$ cat config.mk
export PLATFORM = sky130hd
export DESIGN_NAME = json_tokenizer_unit
export DESIGN_NICKNAME = d
export VERILOG_FILES = /design/src/rtl/jtok_pkg.sv /design/src/rtl/json_tokenizer_unit.sv /design/src/rtl/jtok_lexer.sv /design/src/rtl/jtok_out_buf.sv
export SDC_FILE = /design/constraint.sdc
export NUM_CORES = 1
export LEC_CHECK = 0
export ABC_AREA = 1
export BUFFER_PORTS_ARGS = -buffer_cell sky130_fd_sc_hd__buf_2
export CAP_MARGIN = 30
export CORE_MARGIN = 1.5
export CORE_UTILIZATION = 45
export DETAILED_ROUTE_END_ITERATION = 10
export MAX_ROUTING_LAYER = met4
export PLACE_DENSITY_LB_ADDON = 0.08
export SKIP_CTS_REPAIR_TIMING = 1
export SLEW_MARGIN = 20
export SYNTH_ARGS = -nofsm -noshare
export SYNTH_HDL_FRONTEND = slang
export SYNTH_SLANG_ARGS = --single-unit
$ cat constraint.sdc
create_clock -name clk -period 2.3 [get_ports clk]
set_input_delay 0.46 -clock clk [delete_from_list [all_inputs] [get_ports clk]]
set_output_delay 0.46 -clock clk [all_outputs]
set_load 0.01 [all_outputs]
$ cat src/rtl/jtok_pkg.sv
package jtok_pkg;

    // Result kinds
    localparam logic [2:0] KIND_CHAR  = 3'd0;
    localparam logic [2:0] KIND_END   = 3'd1;
    localparam logic [2:0] KIND_PUNCT = 3'd2;
    localparam logic [2:0] KIND_ERROR = 3'd3;
    localparam logic [2:0] KIND_EOT   = 3'd4;

    // Error codes
    localparam logic [1:0] ERR_NONE     = 2'd0;
    localparam logic [1:0] ERR_ESCAPE   = 2'd1;
    localparam logic [1:0] ERR_HEX      = 2'd2;
    localparam logic [1:0] ERR_UNCLOSED = 2'd3;

    // Packed widths of the result stream
    localparam int VALUE_W    = 16;
    localparam int LINE_OUT_W = 16;
    localparam int DATA_BITS  = VALUE_W + 2 + LINE_OUT_W;
    localparam int OUT_DATA_W = ((DATA_BITS + 7) / 8) * 8;
    localparam int OUT_USER_W = 4;

    // One result item, without its last flag
    typedef struct packed {
        logic [2:0]            kind;
        logic                  is_string;
        logic [VALUE_W-1:0]    value;
        logic [1:0]            error_code;
        logic [LINE_OUT_W-1:0] line;
    } tok_res_t;

    // All results caused by one byte
    typedef struct packed {
        logic [1:0] count;
        tok_res_t   r0;
        tok_res_t   r1;
    } tok_batch_t;

endpackage

$ cat src/rtl/json_tokenizer_unit.sv
// JSON tokenizer. Takes JSON text one byte per transfer on s_axis, a zero
// byte closing the text, and produces token characters, token ends,
// punctuation tokens, end-of-text marks and errors on m_axis, each tagged
// with the current line number. A byte is registered on input, lexed from that
// register once the result register can take its results, and its results
// (none, one or two) land in a two-entry result register, so bytes flow at one per
// cycle while results are taken as fast as they appear; a byte that yields two
// results holds the input stream, as the output delivers one result per cycle
// while the receiver is ready. An error is sticky: every later byte gives one
// error result until reset.
module json_tokenizer_unit #(
    parameter int LINE_BITS = 16
) (
    input  logic                            clk,
    input  logic                            rst_n,
    input  logic                            s_axis_tvalid,
    output logic                            s_axis_tready,
    input  logic [7:0]                      s_axis_tdata,  // ch
    output logic                            m_axis_tvalid,
    input  logic                            m_axis_tready,
    output logic [jtok_pkg::OUT_DATA_W-1:0] m_axis_tdata,  // value, error_code, line, zero pad
    output logic [jtok_pkg::OUT_USER_W-1:0] m_axis_tuser,  // kind, is_string
    output logic                            m_axis_tlast
);
    import jtok_pkg::*;

    logic       in_valid_reg;
    logic [7:0] in_ch_reg;
    logic       can_load;
    logic       fire;
    tok_batch_t batch;
    tok_res_t   res;

    assign fire          = in_valid_reg && can_load;
    assign s_axis_tready = !in_valid_reg || fire;

    // Input register: hold a byte until the lexer takes it
    always_ff @(posedge clk or negedge rst_n)
    begin
        if (!rst_n)
        begin
            in_valid_reg <= 1'b0;
        end
        else if (s_axis_tready)
        begin
            in_valid_reg <= s_axis_tvalid;
        end
    end

    always_ff @(posedge clk)
    begin
        if (s_axis_tready && s_axis_tvalid)
        begin
            in_ch_reg <= s_axis_tdata;
        end
    end

    jtok_lexer #(
        .LINE_BITS (LINE_BITS)
    ) u_lexer (
        .clk   (clk),
        .rst_n (rst_n),
        .fire  (fire),
        .ch    (in_ch_reg),
        .batch (batch)
    );

    jtok_out_buf u_out_buf (
        .clk       (clk),
        .rst_n     (rst_n),
        .load      (fire),
        .batch     (batch),
        .can_load  (can_load),
        .out_valid (m_axis_tvalid),
        .out_ready (m_axis_tready),
        .out_res   (res),
        .out_last  (m_axis_tlast)
    );

    // Pack the result fields onto the stream
    assign m_axis_tdata = OUT_DATA_W'({res.line, res.error_code, res.value});
    assign m_axis_tuser = {res.is_string, res.kind};

endmodule

$ cat src/rtl/jtok_lexer.sv
module jtok_lexer #(
    parameter int LINE_BITS = 16
) (
    input  logic                clk,
    input  logic                rst_n,
    input  logic                fire,
    input  logic [7:0]          ch,
    output jtok_pkg::tok_batch_t batch
);
    import jtok_pkg::*;

    typedef enum logic [2:0] {
        M_IDLE,
        M_BARE,
        M_STR,
        M_ESC,
        M_HEX,
        M_ERR_ESC,
        M_ERR_HEX,
        M_ERR_OPEN
    } mode_t;

    localparam logic [7:0] CH_NUL   = 8'h00;
    localparam logic [7:0] CH_LF    = 8'h0A;
    localparam logic [7:0] CH_QUOTE = 8'h22;
    localparam logic [7:0] CH_BSL   = 8'h5C;

    mode_t                mode_reg, mode_next;
    logic [1:0]           hex_cnt_reg, hex_cnt_next;
    logic [15:0]          hex_acc_reg, hex_acc_next;
    logic [LINE_BITS-1:0] line_reg, line_next;

    logic                 in_error;
    logic                 hex_ok;
    logic [3:0]           hex_val;
    logic [15:0]          hex_acc_shift;
    logic [LINE_OUT_W-1:0] line_out;

    function automatic logic is_punct(input logic [7:0] c);
        return c == 8'h3A || c == 8'h2C || c == 8'h7B || c == 8'h7D
            || c == 8'h5B || c == 8'h5D;
    endfunction

    function automatic logic is_space(input logic [7:0] c);
        return c == 8'h20 || c == 8'h09 || c == 8'h0D || c == CH_LF;
    endfunction

    function automatic tok_res_t mk(input logic [2:0] k, input logic s,
                                    input logic [15:0] v, input logic [1:0] e,
                                    input logic [LINE_OUT_W-1:0] ln);
        tok_res_t r;
        r.kind       = k;
        r.is_string  = s;
        r.value      = v;
        r.error_code = e;
        r.line       = ln;
        return r;
    endfunction

    // Decode one hex digit of either case
    always_comb
    begin
        hex_ok  = 1'b1;
        hex_val = 4'd0;
        if (ch >= 8'h30 && ch <= 8'h39)
        begin
            hex_val = 4'(ch - 8'h30);
        end
        else if (ch >= 8'h41 && ch <= 8'h46)
        begin
            hex_val = 4'(ch - 8'h37);
        end
        else if (ch >= 8'h61 && ch <= 8'h66)
        begin
            hex_val = 4'(ch - 8'h57);
        end
        else
        begin
            hex_ok = 1'b0;
        end
    end

    assign hex_acc_shift = {hex_acc_reg[11:0], hex_val};

    assign in_error = (mode_reg == M_ERR_ESC) || (mode_reg == M_ERR_HEX)
                   || (mode_reg == M_ERR_OPEN);

    // Count lines, saturating, frozen once an error is held
    always_comb
    begin
        line_next = line_reg;
        if (!in_error && ch == CH_LF && line_reg != {LINE_BITS{1'b1}})
        begin
            line_next = line_reg + LINE_BITS'(1);
        end
    end

    assign line_out = LINE_OUT_W'(line_next);

    // Lexer step: next mode and results for the current byte
    always_comb
    begin
        mode_next    = mode_reg;
        hex_cnt_next = hex_cnt_reg;
        hex_acc_next = hex_acc_reg;
        batch.count  = 2'd0;
        batch.r0     = mk(KIND_CHAR, 1'b0, 16'd0, ERR_NONE, line_out);
        batch.r1     = mk(KIND_CHAR, 1'b0, 16'd0, ERR_NONE, line_out);
        unique case (mode_reg)
            M_IDLE:
            begin
                priority if (ch == CH_NUL)
                begin
                    batch.count = 2'd1;
                    batch.r0    = mk(KIND_EOT, 1'b0, 16'd0, ERR_NONE, line_out);
                end
                else if (is_space(ch))
                begin
                end
                else if (is_punct(ch))
                begin
                    batch.count = 2'd1;
                    batch.r0    = mk(KIND_PUNCT, 1'b0, {8'd0, ch}, ERR_NONE, line_out);
                end
                else if (ch == CH_QUOTE)
                begin
                    mode_next = M_STR;
                end
                else
                begin
                    batch.count = 2'd1;
                    batch.r0    = mk(KIND_CHAR, 1'b0, {8'd0, ch}, ERR_NONE, line_out);
                    mode_next   = M_BARE;
                end
            end
            M_BARE:
            begin
                batch.r0 = mk(KIND_END, 1'b0, 16'd0, ERR_NONE, line_out);
                priority if (ch == CH_NUL)
                begin
                    batch.count = 2'd2;
                    batch.r1    = mk(KIND_EOT, 1'b0, 16'd0, ERR_NONE, line_out);
                    mode_next   = M_IDLE;
                end
                else if (is_space(ch))
                begin
                    batch.count = 2'd1;
                    mode_next   = M_IDLE;
                end
                else if (is_punct(ch))
                begin
                    batch.count = 2'd2;
                    batch.r1    = mk(KIND_PUNCT, 1'b0, {8'd0, ch}, ERR_NONE, line_out);
                    mode_next   = M_IDLE;
                end
                else if (ch == CH_QUOTE)
                begin
                    batch.count = 2'd1;
                    mode_next   = M_STR;
                end
                else
                begin
                    batch.count = 2'd1;
                    batch.r0    = mk(KIND_CHAR, 1'b0, {8'd0, ch}, ERR_NONE, line_out);
                end
            end
            M_STR:
            begin
                batch.count = 2'd1;
                priority if (ch == CH_NUL)
                begin
                    batch.r0  = mk(KIND_ERROR, 1'b0, 16'd0, ERR_UNCLOSED, line_out);
                    mode_next = M_ERR_OPEN;
                end
                else if (ch == CH_BSL)
                begin
                    batch.count = 2'd0;
                    mode_next   = M_ESC;
                end
                else if (ch == CH_QUOTE)
                begin
                    batch.r0  = mk(KIND_END, 1'b1, 16'd0, ERR_NONE, line_out);
                    mode_next = M_IDLE;
                end
                else
                begin
                    batch.r0 = mk(KIND_CHAR, 1'b1, {8'd0, ch}, ERR_NONE, line_out);
                end
            end
            M_ESC:
            begin
                mode_next   = M_STR;
                batch.count = 2'd1;
                priority if (ch == CH_NUL)
                begin
                    batch.r0  = mk(KIND_ERROR, 1'b0, 16'd0, ERR_UNCLOSED, line_out);
                    mode_next = M_ERR_OPEN;
                end
                else if (ch == 8'h62)
                begin
                    batch.r0 = mk(KIND_CHAR, 1'b1, 16'h0008, ERR_NONE, line_out);
                end
                else if (ch == 8'h6E)
                begin
                    batch.r0 = mk(KIND_CHAR, 1'b1, 16'h000A, ERR_NONE, line_out);
                end
                else if (ch == 8'h72)
                begin
                    batch.r0 = mk(KIND_CHAR, 1'b1, 16'h000D, ERR_NONE, line_out);
                end
                else if (ch == 8'h74)
                begin
                    batch.r0 = mk(KIND_CHAR, 1'b1, 16'h0009, ERR_NONE, line_out);
                end
                else if (ch == 8'h2F || ch == CH_BSL || ch == CH_QUOTE)
                begin
                    batch.r0 = mk(KIND_CHAR, 1'b1, {8'd0, ch}, ERR_NONE, line_out);
                end
                else if (ch == 8'h75)
                begin
                    batch.count  = 2'd0;
                    mode_next    = M_HEX;
                    hex_cnt_next = 2'd0;
                    hex_acc_next = 16'd0;
                end
                else
                begin
                    batch.r0  = mk(KIND_ERROR, 1'b0, 16'd0, ERR_ESCAPE, line_out);
                    mode_next = M_ERR_ESC;
                end
            end
            M_HEX:
            begin
                priority if (!hex_ok)
                begin
                    batch.count = 2'd1;
                    batch.r0    = mk(KIND_ERROR, 1'b0, 16'd0, ERR_HEX, line_out);
                    mode_next   = M_ERR_HEX;
                end
                else if (hex_cnt_reg == 2'd3)
                begin
                    batch.count  = 2'd1;
                    batch.r0     = mk(KIND_CHAR, 1'b1, hex_acc_shift, ERR_NONE, line_out);
                    hex_cnt_next = 2'd0;
                    hex_acc_next = 16'd0;
                    mode_next    = M_STR;
                end
                else
                begin
                    hex_acc_next = hex_acc_shift;
                    hex_cnt_next = hex_cnt_reg + 2'd1;
                end
            end
            M_ERR_ESC:
            begin
                batch.count = 2'd1;
                batch.r0    = mk(KIND_ERROR, 1'b0, 16'd0, ERR_ESCAPE, line_out);
            end
            M_ERR_HEX:
            begin
                batch.count = 2'd1;
                batch.r0    = mk(KIND_ERROR, 1'b0, 16'd0, ERR_HEX, line_out);
            end
            M_ERR_OPEN:
            begin
                batch.count = 2'd1;
                batch.r0    = mk(KIND_ERROR, 1'b0, 16'd0, ERR_UNCLOSED, line_out);
            end
            default:
            begin
            end
        endcase
    end

    // Advance the lexer state on each processed byte
    always_ff @(posedge clk or negedge rst_n)
    begin
        if (!rst_n)
        begin
            mode_reg    <= M_IDLE;
            hex_cnt_reg <= 2'd0;
            hex_acc_reg <= 16'd0;
            line_reg    <= LINE_BITS'(1);
        end
        else if (fire)
        begin
            mode_reg    <= mode_next;
            hex_cnt_reg <= hex_cnt_next;
            hex_acc_reg <= hex_acc_next;
            line_reg    <= line_next;
        end
    end

endmodule

$ cat src/rtl/jtok_out_buf.sv
module jtok_out_buf (
    input  logic                 clk,
    input  logic                 rst_n,
    input  logic                 load,
    input  jtok_pkg::tok_batch_t batch,
    output logic                 can_load,
    output logic                 out_valid,
    input  logic                 out_ready,
    output jtok_pkg::tok_res_t   out_res,
    output logic                 out_last
);
    import jtok_pkg::*;

    tok_res_t   head_reg;
    tok_res_t   tail_reg;
    logic [1:0] cnt_reg;
    logic       pop;

    assign out_valid = cnt_reg != 2'd0;
    assign out_res   = head_reg;
    assign out_last  = cnt_reg == 2'd1;
    assign pop       = out_valid && out_ready;
    assign can_load  = (cnt_reg == 2'd0) || (cnt_reg == 2'd1 && out_ready);

    // Hold the fill count; a load replaces whatever is drained this cycle
    always_ff @(posedge clk or negedge rst_n)
    begin
        if (!rst_n)
        begin
            cnt_reg <= 2'd0;
        end
        else if (load)
        begin
            cnt_reg <= batch.count;
        end
        else if (pop)
        begin
            cnt_reg <= cnt_reg - 2'd1;
        end
    end

    // Result payload: load a whole batch, or shift the second entry forward
    always_ff @(posedge clk)
    begin
        if (load)
        begin
            head_reg <= batch.r0;
            tail_reg <= batch.r1;
        end
        else if (pop)
        begin
            head_reg <= tail_reg;
        end
    end

endmodule

==> results.tsv <==
metric	value	unit
status	finished, final reports clean	
dr.pass1.iters	5	
clock_latency	0.36	ns
end_kind	flip-flop	
synth_top_area_cell	edfxtp_1	
netlist_area	5910	µm²
ant_nets	0	
n_antenna_cell	0	
rsz0062_at_grt	true	
maxSlewHeadroom	0.649	
syn_to_final_growth	15.1	%
worst_pin_slew	0.527	ns
dominantRegCellSynth	edfxtp_1	
tritoncts	done	
required	2.41	ns
ys_seq_elements	108	
grt_max_degree	40	
antenna_found_initial	0	
yosys_warnings	0	
dpl_cell_area	6440	µm²
synthTopCellsByCount	227 x nand2_1, 72 x edfxtp_1, 60 x nor2_1, 49 x inv_1, 45 x nand3_1	
numCtsBuffers	9	
yosysUniqueCellTypes	44	
nets	771	
drive_above_1_share	0.229	
critPathArrivalTime	2.28	ns
portBuffers	52	
synth_enable_flop_cells	72	
cp_slowest_cell	dfstp_2	
synth_area_leaders	edfxtp_1 37%, dfrtp_1 15%, nand2_1 14%	
clk_pin_slew	0.08	ns
ios	59	
path_cells	ha_2, nand3_4, nor2_4, nand4_1, nand2_4, inv_4, buf_4, nand2_1, o21ai_2, nand2_1, nand2_1	
setup_viol	0	
async_reset_ff_frac	0.333	
start_util	0.464	
cp_top_family	simple AND/OR/NAND/NOR gates	
largest_reg_flops	38	
seq_area_frac_synth	0.519	
min_period	2.16	ns
rows	41	
place_congestion	1.03	
htreeDepth	3	
critPathKind	reg2reg	
drc	0	
hpwl	10500	µm
crit_path_start_kind	flip-flop	
timing.fmax	462	MHz
p_leak	3.07	nW
avgSynthCellArea	8.74	µm²
p_per_area	1120	nW/µm²
cp_max_fo	9	
tns	0	ns
die_h	118	µm
dieArea	13800	µm²
vias	4735	
overflow	0	
maxCapViolations	0	
core	12700	µm²
final_area	6800	µm²
viasPerCell	5.10	
hold_viol_final	0	
hold_class	in2reg	
synth_most_common_cell	nand2_1	
whs	0.272	ns
grt_pass1_vias	4421	
cp_num_buf_inv	2	
post-route-period-util	0.941	
grt_pass1_wl	23100	µm
synth_top_area_frac	0.366	
cp_common_cell	nand2_1	
drt_iter0_drc	387	
wl_per_cell	15.1	µm
routed_wl	14000	µm
ir_drop	746	µV
cts.sinks	108	
worst_path_largest_cell_delay	0.56	ns
skew	0.00851	ns
cts-root-buf	clkbuf_16	
grt_usage	0.219	
maxSlewViolCount	0	
netlist_instances	676	
cts.path.max_buffers	2	
die_x	118	µm
-- layout by cell type (no fill, tap or decap), types with 3 or more instances in the layout --
master,instances
buf_4,29
dfrtp_1,35
ha_1,7
o21ai_1,5
o21ai_0,20
o21ai_2,22
nor2_1,58
conb_1,7
nor3_1,8
nand2_2,9
inv_1,48
clkbuf_16,9
nand3_1,45
xor2_1,13
o211ai_1,3
nand2_1,227
a21oi_1,13
inv_2,12
nor2_4,9
nand4_1,12
nor2_2,7
nand3_4,3
clkinv_2,4
edfxtp_1,72
buf_2,52
-- final timing paths --
check / to / cells after the start / slack, ns / startpoint
worst max-delay path: u_out_buf.out_res[7] / 11 / 0.14 / u_lexer.line_reg[0]
worst min-delay path: in_ch_reg[6] / 1 / 0.27 / s_axis_tdata[6]
worst max register to register: u_out_buf.out_res[7] / 11 / 0.14 / u_lexer.line_reg[0]
worst min register to register: u_lexer.hex_acc_reg[9] / 2 / 0.49 / u_lexer.hex_acc_reg[9]
max in group asynchronous: u_lexer.line_reg[8] / 3 / 1.21 / rst_n
min in group asynchronous: u_lexer.hex_acc_reg[0] / 2 / 0.52 / rst_n
-- cell families (layout without fill, tap and decap cells) --
family	after synthesis	in the layout	synth area share
flip-flops	108	108	0.519
XOR/XNOR	14	14	0.0220
other	1	7	0.000635
adder cells (fa/ha/maj)	8	8	0.0169
AO/OA/AOI/OAI	71	71	0.0797
AND/OR/NAND/NOR	387	387	0.292
buffers and inverters	87	161	0.0695
-- layer usage --
layer	GRT usage	wire, µm	share of wire
met5	-	0	0
met4	0.0922	382	0.027
met3	0.0363	697	0.050
met2	0.322	6270	0.45
met1	0.300	6660	0.48
-- stage by stage --
step	total power, mW	setup WS, ns	utilization	instances
5_1_grt	8.17	-0.0451	0.534	928
3_5_place_dp	6.15	-0.0216	0.506	908
6_report	7.63	0.135	0.534	928
2_1_floorplan	5.12	0.277	-	682
3_3_place_gp	6.13	0.0359	0.506	908
4_1_cts	7.64	-0.0444	0.528	924
-- power breakdown --
group / total (mW) / switching, mW / leakage (nW) / internal [mW]
logic: 2.96 / 2.01 / 1.74 / 0.949
registers: 3.20 / 0.279 / 1.19 / 2.92
clock network: 1.48 / 0.738 / 0.137 / 0.741
-- worst register-to-register path: stages (launching register included) --
cell     delay [ns]
dfstp_2        0.56
ha_2           0.23
nand3_4        0.12
nor2_4         0.15
nand4_1        0.16
nand2_4        0.17
inv_4          0.08
buf_4          0.18
nand2_1        0.09
o21ai_2        0.07
nand2_1        0.08
nand2_1        0.06
-- cell type report --
cell class	count	area [µm²]
clock buffer	9	225
clock inverter	7	51.3
fill	1214	5920
inverter	63	240
multi-input combinational	487	2510
sequential	108	3060
tap	172	215
timing repair buffer	82	488
Note: power is estimated with default switching activity, not from simulation.
